==> src/rtl/cave_automaton_step_assert.svh <==
// Assertion macros shared by the cave automaton RTL.
`ifndef CAVE_AUTOMATON_STEP_ASSERT_SVH
`define CAVE_AUTOMATON_STEP_ASSERT_SVH

`ifndef SYNTH

`define CAVE_ASSERT_ALWAYS(label, clk, rst, cond) \
  label: assert property (@(posedge clk) disable iff (rst) (cond)) \
    else $error("cave assertion failed");

`define CAVE_ASSERT_NEXT(label, clk, rst, ante, cons) \
  label: assert property (@(posedge clk) disable iff (rst) (ante) |=> (cons)) \
    else $error("cave assertion failed");

`else

`define CAVE_ASSERT_ALWAYS(label, clk, rst, cond)

`define CAVE_ASSERT_NEXT(label, clk, rst, ante, cons)

`endif

`endif

==> src/rtl/cave_pkg.sv <==
// Shared types and constants of the cave automaton block.
`default_nettype none

package cave_pkg;

  localparam int CfgW = 11;
  localparam int ThrW = 4;
  localparam int CountW = 20;
  localparam int PaddrW = 4;
  localparam int PdataW = 32;

  localparam logic [CfgW-1:0] RowLengthReset = 11'd64;
  localparam logic [CfgW-1:0] RowCountReset = 11'd64;
  localparam logic [ThrW-1:0] ThresholdReset = 4'd5;

  typedef enum logic [1:0] {
    RegRowLength     = 2'd0,
    RegRowCount      = 2'd1,
    RegWallThreshold = 2'd2
  } reg_idx_t;

  typedef enum logic {
    OpPush  = 1'b0,
    OpDrain = 1'b1
  } op_t;

  typedef struct packed {
    logic upper;
    logic middle;
  } line_pair_t;

endpackage

`default_nettype wire

==> src/rtl/cave_line_store.sv <==
// Two line stores held as one memory of cell pairs, with a clearing pass after reset.
`default_nettype none

module cave_line_store #(
  parameter int Depth = 1024,
  parameter int AddrW = 10
) (
  input  wire                      clk,
  input  wire                      rst,
  input  wire [AddrW-1:0]          rd_addr,
  output cave_pkg::line_pair_t     rd_data,
  output logic [AddrW-1:0]         rd_tag,
  output logic                     rd_ok,
  input  wire                      wr_en,
  input  wire [AddrW-1:0]          wr_addr,
  input  cave_pkg::line_pair_t     wr_data,
  output logic                     busy
);

  cave_pkg::line_pair_t mem [Depth];
  logic [AddrW-1:0] clr_addr;

  always_ff @(posedge clk) begin
    if (rst) begin
      busy     <= 1'b1;
      clr_addr <= '0;
      rd_ok    <= 1'b0;
    end else begin
      rd_ok <= !busy;
      if (busy) begin
        if (clr_addr == AddrW'(Depth - 1)) begin
          busy <= 1'b0;
        end
        clr_addr <= clr_addr + 1'b1;
      end
    end
  end

  always_ff @(posedge clk) begin
    if (busy) begin
      mem[clr_addr] <= '0;
    end else if (wr_en) begin
      mem[wr_addr] <= wr_data;
    end
    rd_data <= mem[rd_addr];
    rd_tag  <= rd_addr;
  end

endmodule

`default_nettype wire

==> src/rtl/cave_cell_rule.sv <==
// Neighbor count and wall decision for the center cell of a 3x3 window.
`default_nettype none

module cave_cell_rule (
  input  wire [8:0]                  window,
  input  wire [cave_pkg::ThrW-1:0]   threshold,
  input  wire                        interior,
  output logic                       wall
);

  logic [3:0] count;

  always_comb begin
    count = '0;
    for (int b = 0; b < 9; b++) begin
      if (b != 4) begin
        count = count + 4'(window[b]);
      end
    end
    wall = interior ? (count > threshold) : 1'b1;
  end

endmodule

`default_nettype wire

==> src/rtl/cave_automaton_step.sv <==
// Top level of the cave smoothing automaton: one generation over a raster cell stream.
//
// Cells arrive in raster order on the cell channel (op push) and results leave on the
// result channel, one cell per item. A pushed cell's result appears row_length + 1
// items later; after the last cell of a frame, drain items (op drain) push out the
// remaining row_length + 1 border results, the final one marked by last_cell.
// Throughput is one item per cycle. A result sits in the result register from the
// cycle after its item is accepted; the cell channel keeps accepting in the same
// cycle that the register is emptied. If the receiver stalls, the result is held and
// no further item is taken. The line memory is read one column ahead; when a size
// change wraps the column to the next row, the next item waits until the wrapped column is read.
// Reset loads the default sizes and threshold and then clears the line memory, one
// column per cycle; no item is accepted until the clearing pass is done.
// Registers on the APB port: 0x0 row_length, 0x4 row_count, 0x8 wall_threshold.
`default_nettype none

`include "cave_automaton_step_assert.svh"

module cave_automaton_step #(
  parameter int MAX_COLS = 1024,
  parameter int MAX_ROWS = 1024
) (
  input  wire                          clk,
  input  wire                          rst,
  input  wire                          psel,
  input  wire                          penable,
  input  wire                          pwrite,
  input  wire [cave_pkg::PaddrW-1:0]   paddr,
  input  wire [cave_pkg::PdataW-1:0]   pwdata,
  output logic [cave_pkg::PdataW-1:0]  prdata,
  output logic                         pready,
  input  wire                          cell_valid,
  output logic                         cell_ready,
  input  wire                          op,
  input  wire                          cell_wall,
  output logic                         result_valid,
  input  wire                          result_ready,
  output logic                         new_wall,
  output logic                         last_cell
);

  localparam int ColW = $clog2(MAX_COLS);
  localparam int SizeW = $clog2(MAX_COLS + 1);
  localparam int RowW = $clog2(MAX_ROWS + 1);
  localparam int TotW = SizeW + RowW;
  localparam int CmpW = (TotW > cave_pkg::CountW + 1) ? TotW : cave_pkg::CountW + 1;

  logic [cave_pkg::CfgW-1:0] row_length;
  logic [cave_pkg::CfgW-1:0] row_count;
  logic [cave_pkg::ThrW-1:0] wall_threshold;

  logic [ColW-1:0]             column_position, column_position_next;
  logic [RowW-1:0]             row_position, row_position_next;
  logic [cave_pkg::CountW-1:0] cells_emitted, cells_emitted_next;
  logic [8:0]                  window_bits, window_bits_next;

  logic [SizeW-1:0] w;
  logic [RowW-1:0]  h;
  logic [TotW-1:0]  total;
  logic             wrap, complete, take, is_drain, last, emit, interior, produce;
  logic             rule_wall;
  logic [ColW-1:0]  eff_col, col_inc_cut;
  logic [RowW-1:0]  eff_row;
  logic [SizeW-1:0] col_inc;
  logic [8:0]       window_new;

  logic [ColW-1:0]      rd_addr, rd_tag;
  logic                 rd_ok, store_busy, wr_en;
  cave_pkg::line_pair_t rd_data, wr_data;

  logic drain_hit, frame_end, at_origin;

  assign pready = 1'b1;

  always_ff @(posedge clk) begin
    if (rst) begin
      row_length     <= cave_pkg::RowLengthReset;
      row_count      <= cave_pkg::RowCountReset;
      wall_threshold <= cave_pkg::ThresholdReset;
    end else if (psel && penable && pwrite) begin
      case (cave_pkg::reg_idx_t'(paddr[3:2]))
        cave_pkg::RegRowLength:     row_length <= pwdata[cave_pkg::CfgW-1:0];
        cave_pkg::RegRowCount:      row_count <= pwdata[cave_pkg::CfgW-1:0];
        cave_pkg::RegWallThreshold: wall_threshold <= pwdata[cave_pkg::ThrW-1:0];
        default: ;
      endcase
    end
  end

  always_comb begin
    case (cave_pkg::reg_idx_t'(paddr[3:2]))
      cave_pkg::RegRowLength:     prdata = cave_pkg::PdataW'(row_length);
      cave_pkg::RegRowCount:      prdata = cave_pkg::PdataW'(row_count);
      cave_pkg::RegWallThreshold: prdata = cave_pkg::PdataW'(wall_threshold);
      default:                    prdata = '0;
    endcase
  end

  // Sizes out of range act as the nearest legal size.
  always_comb begin
    if (row_length < 11'd3) begin
      w = SizeW'(3);
    end else if (32'(row_length) > 32'(MAX_COLS)) begin
      w = SizeW'(MAX_COLS);
    end else begin
      w = SizeW'(row_length);
    end
    if (row_count < 11'd3) begin
      h = RowW'(3);
    end else if (32'(row_count) > 32'(MAX_ROWS)) begin
      h = RowW'(MAX_ROWS);
    end else begin
      h = RowW'(row_count);
    end
    total = TotW'(w) * TotW'(h);
  end

  // A column left at or past a shortened row wraps to the next row.
  assign wrap     = SizeW'(column_position) >= w;
  assign eff_col  = wrap ? '0 : column_position;
  assign eff_row  = wrap ? RowW'(row_position + 1'b1) : row_position;
  assign complete = eff_row >= h;
  assign is_drain = (op == cave_pkg::OpDrain);
  assign last     = (CmpW'(cells_emitted) + CmpW'(1)) >= CmpW'(total);
  assign emit     = (eff_row >= RowW'(2)) || ((eff_row == RowW'(1)) && (eff_col >= ColW'(1)));
  assign interior = (eff_row >= RowW'(2)) && (eff_col >= ColW'(2));
  assign produce  = is_drain ? complete : (!complete && emit);

  assign col_inc     = SizeW'(eff_col) + SizeW'(1);
  assign col_inc_cut = col_inc[ColW-1:0];
  assign window_new  = {cell_wall, rd_data.middle, rd_data.upper, window_bits[8:3]};

  assign cell_ready = !store_busy && rd_ok && (rd_tag == eff_col)
                      && (!result_valid || result_ready);
  assign take = cell_valid && cell_ready;

  cave_cell_rule u_rule (
    .window    (window_new),
    .threshold (wall_threshold),
    .interior  (interior),
    .wall      (rule_wall)
  );

  always_comb begin
    column_position_next = column_position;
    row_position_next    = row_position;
    cells_emitted_next   = cells_emitted;
    window_bits_next     = window_bits;
    if (take) begin
      column_position_next = eff_col;
      row_position_next    = eff_row;
      if (is_drain) begin
        if (complete) begin
          if (last) begin
            column_position_next = '0;
            row_position_next    = '0;
            cells_emitted_next   = '0;
            window_bits_next     = '0;
          end else begin
            cells_emitted_next = cells_emitted + 1'b1;
          end
        end
      end else if (!complete) begin
        window_bits_next = window_new;
        if (emit) begin
          cells_emitted_next = cells_emitted + 1'b1;
        end
        if (col_inc >= w) begin
          column_position_next = '0;
          row_position_next    = RowW'(eff_row + 1'b1);
        end else begin
          column_position_next = col_inc_cut;
        end
      end
    end
  end

  always_ff @(posedge clk) begin
    if (rst) begin
      column_position <= '0;
      row_position    <= '0;
      cells_emitted   <= '0;
      window_bits     <= '0;
      result_valid    <= 1'b0;
    end else begin
      column_position <= column_position_next;
      row_position    <= row_position_next;
      cells_emitted   <= cells_emitted_next;
      window_bits     <= window_bits_next;
      if (take && produce) begin
        result_valid <= 1'b1;
      end else if (result_ready) begin
        result_valid <= 1'b0;
      end
    end
  end

  always_ff @(posedge clk) begin
    if (take && produce) begin
      new_wall  <= is_drain ? 1'b1 : rule_wall;
      last_cell <= is_drain && last;
    end
  end

  assign rd_addr = take ? column_position_next : eff_col;
  assign wr_en   = take && !is_drain && !complete;
  assign wr_data = '{upper: rd_data.middle, middle: cell_wall};

  cave_line_store #(
    .Depth (MAX_COLS),
    .AddrW (ColW)
  ) u_lines (
    .clk     (clk),
    .rst     (rst),
    .rd_addr (rd_addr),
    .rd_data (rd_data),
    .rd_tag  (rd_tag),
    .rd_ok   (rd_ok),
    .wr_en   (wr_en),
    .wr_addr (eff_col),
    .wr_data (wr_data),
    .busy    (store_busy)
  );

  assign drain_hit = take && is_drain && complete;
  assign frame_end = drain_hit && last;
  assign at_origin = (row_position == '0) && (column_position == '0) && (cells_emitted == '0);

  `CAVE_ASSERT_NEXT(a_drain_is_wall, clk, rst, drain_hit, result_valid && new_wall)
  `CAVE_ASSERT_NEXT(a_push_not_last, clk, rst, take && !is_drain, !(result_valid && last_cell))
  `CAVE_ASSERT_NEXT(a_frame_restart, clk, rst, frame_end, at_origin)
  `CAVE_ASSERT_ALWAYS(a_row_bound, clk, rst, 32'(row_position) <= 32'(MAX_ROWS))

endmodule

`default_nettype wire
==> config.mk <==
export PLATFORM = sky130hd
export DESIGN_NAME = cave_automaton_step
export DESIGN_NICKNAME = d
export VERILOG_FILES = /design/src/rtl/cave_pkg.sv /design/src/rtl/cave_line_store.sv /design/src/rtl/cave_cell_rule.sv /design/src/rtl/cave_automaton_step.sv
export VERILOG_INCLUDE_DIRS = /design/src /design/src/rtl
export SDC_FILE = /design/constraint.sdc
export NUM_CORES = 2
export LEC_CHECK = 0
export BUFFER_PORTS_ARGS = -buffer_cell sky130_fd_sc_hd__buf_2
export CAP_MARGIN = 20
export CELL_PAD_IN_SITES_DETAIL_PLACEMENT = 1
export CELL_PAD_IN_SITES_GLOBAL_PLACEMENT = 2
export CORE_MARGIN = 2
export CORE_UTILIZATION = 40
export CTS_CLUSTER_DIAMETER = 50
export DETAILED_ROUTE_END_ITERATION = 16
export PLACE_DENSITY = 0.82
export SLEW_MARGIN = 5
export SYNTH_ARGS = -nofsm -noshare
export SYNTH_HDL_FRONTEND = slang
export SYNTH_SLANG_ARGS = --single-unit
==> constraint.sdc <==
create_clock -name clk -period 174.9 [get_ports clk]
set_input_delay 34.98 -clock clk [delete_from_list [all_inputs] [get_ports clk]]
set_output_delay 34.98 -clock clk [all_outputs]
set_load 0.01 [all_outputs]
==> impl_metrics.json <==
{
  "post-route-period-util_pct": 41.1,
  "cts_buffers": 240,
  "drtAntennaViolNets": 0,
  "synthFlopType": "edfxtp_1",
  "tns_ps": 0,
  "synth_top_cell_by_area": "edfxtp_1",
  "avgSynthCellArea_um2": 11.4,
  "synth-compound-area-share_pct": 6.91,
  "die_x_um": 496,
  "area_growth_pct": 11.9,
  "place_congestion": 0.882,
  "synthAdderAreaFrac_pct": 3.42,
  "status": "completed",
  "cts_setup_buffers": 0,
  "final_cell_mix": "edfxtp_1, nand2_1, nor2_1",
  "clock-root-buffer": "clkbuf_16",
  "synth_warnings": 0,
  "required_ps": 139920,
  "drive_above_1_share_pct": 8.31,
  "drt_iter0_markers": 8944,
  "finClkSkew_ps": 97.9,
  "synth_edf_count": 2050,
  "cts_tree": "yes",
  "grt_max_degree": 221,
  "post_cts_resized": 0,
  "drv_slew": 0,
  "htreeDepth": 4,
  "cts_buffer_depth": 3,
  "start_kind": "input port",
  "coreArea_mm2": 0.241,
  "synth_top_family_by_area": "simple AND/OR/NAND/NOR gates",
  "antenna_found_initial": 22,
  "ys_async_sr_fraction_pct": 0,
  "dieHeight_um": 496,
  "max_freq_mhz": 13.9,
  "rsz0062_at_grt": "false",
  "numPortBuffers": 36,
  "seq_area_frac_synth_pct": 65.6,
  "drc": 0,
  "synthXorXnorAreaFrac_pct": 0.588,
  "fin_nets": 8595,
  "max_cap_viol_count": 0,
  "worstSkewPairLatency_ps": 920,
  "syn_area_mm2": 0.0968,
  "place_hpwl_mm": 198,
  "ioPinCount": 82,
  "worst_pin_slew_ps": 1290,
  "crit_fanout": 4,
  "relSlewSlack_pct": 14.0,
  "firstDrtPassIters": 6,
  "ir_drop_uv": 11.8,
  "wl_mm": 341,
  "via_per_inst": 5.99,
  "clkTransAtPathRegs_ps": 50,
  "synth-seq-cells": 2148,
  "die-area_mm2": 0.246,
  "num_vias": 70233,
  "timing_hold_violations_final": 0,
  "p_total_uw": 1080,
  "period_needed_ps": 71920,
  "min_path_type": "reg2reg",
  "synth_top_area_share_pct": 63.6,
  "clock_sinks": 2148,
  "synth_simple_gate_area_share_pct": 17.1,
  "synth_cell_types": 97,
  "row_count": 180,
  "arrival_ps": 36940,
  "setup_viol": 0,
  "start_util_pct": 40.2,
  "syn-instance-count": 8451,
  "cp-end-kind": "output pin",
  "crit_type": "in2out",
  "routedWlPerCell_um": 29.1,
  "hold_buffers": 0,
  "final_common_cell": "edfxtp_1",
  "p_leak_uw": 0.0352,
  "muxShareOfSynthArea_pct": 2.59,
  "powerDensity_mw_per_mm2": 9.97,
  "grt_pass1_wl_mm": 490,
  "synth.area.top_cells": "edfxtp_1, nand2_1, nor2_1",
  "grt_pass1_vias": 71599,
  "grt_remaining_overflow": 0,
  "track_usage_pct": 27.2
}
-- synth_stat cells (41+ instances only) --
cell type and instances:
nand3_1 618, a21oi_1 322, buf_2 250, dfxtp_1 98, buf_1 51, nand2_1 1726, edfxtp_1 2050, fa_1 84
nand4_1 99, a32oi_1 109, a31oi_1 145, nor2_1 1279, inv_1 165, clkbuf_1 273, a22oi_1 75, o21ai_0 78
mux2i_1 248, and3_1 41, nor3_1 66, a211oi_1 44, ha_1 130
-- final timing paths --
| check | cells after the start | to | from | slack, ps |
|---|---|---|---|---|
| min | 2 | window_bits[6]$_SDFFE_PP0P_ | window_bits[6]$_SDFFE_PP0P_ | 460 |
| max reg2reg | 51 | u_lines.rd_data[1]$_DFF_P_ | row_length[6]$_SDFFE_PP1P_ | 160300 |
| max | 8 | cell_ready | result_ready | 102980 |
| min reg2reg | 2 | window_bits[6]$_SDFFE_PP0P_ | window_bits[6]$_SDFFE_PP0P_ | 460 |
-- report_power, final --
part	switching (uW)	internal, uW
Sequential	0.429	555
Combinational	8.44	2.19
Clock	222	292
Total	231	849
-- state kept, by name (all words and copies together), names as in the netlist, 2 cells and up --
signal / cells
column_position: 10
wall_threshold: 4
u_lines.rd_tag: 10
row_length: 11
cells_emitted: 20
u_lines.clr_addr: 10
row_position: 11
u_lines.mem: 2048
row_count: 11
u_lines.rd_data: 2
window_bits: 6
-- cell families (layout without fill, tap and decap cells) --
logic type,after synthesis,in the layout
AO/OA/AOI/OAI,1001,1001
other,2,25
multiplexers,250,250
XOR/XNOR,65,65
adder cells (fa/ha/maj),214,214
AND/OR/NAND/NOR,3967,3967
buffers and inverters,804,879
flip-flops,2148,2148
-- critical path, cell delays in order --
cell and delay (ps):
buf_2 70, nand2b_1 150, nand3b_1 190, a211oi_1 340, o21ai_0 270, a2111oi_4 430, and2_1 320, buf_2 180
-- area by class of cell --
type | instances | area (um^2)
antenna | 3 | 7.51
clock inverter | 162 | 1810
clock buffer | 290 | 6260
fill | 25420 | 132000
timing repair buffer | 247 | 1980
multi-input combinational | 5519 | 30100
sequential | 2148 | 63500
tap | 3185 | 3990
inverter | 180 | 699
-- routing by layer --
metal / global-route usage (%) / vias to the layer above / routed length [um]
met1: 35.8 / 36250 / 134000
met2: 44.3 / 3237 / 160000
li1: - / 29993 / -
met4: 11.7 / 8 / 16200
met3: 4.89 / 745 / 30500
met5: 0 / - / 53
-- stage by stage --
step	hold WS, ps	utilization, %	setup slack [ps]	instances	cell area (um^2)
finish	457	45.0	102980	11734	108000
global route	491	45.0	102760	11732	108000
CTS	460	45.0	102930	11725	108000
detailed placement	455	41.6	102960	11273	100000
global placement	444	41.6	102990	11269	100000
floorplan	432	-	92470	8471	96800
Note: power is estimated with default switching activity, not from simulation.
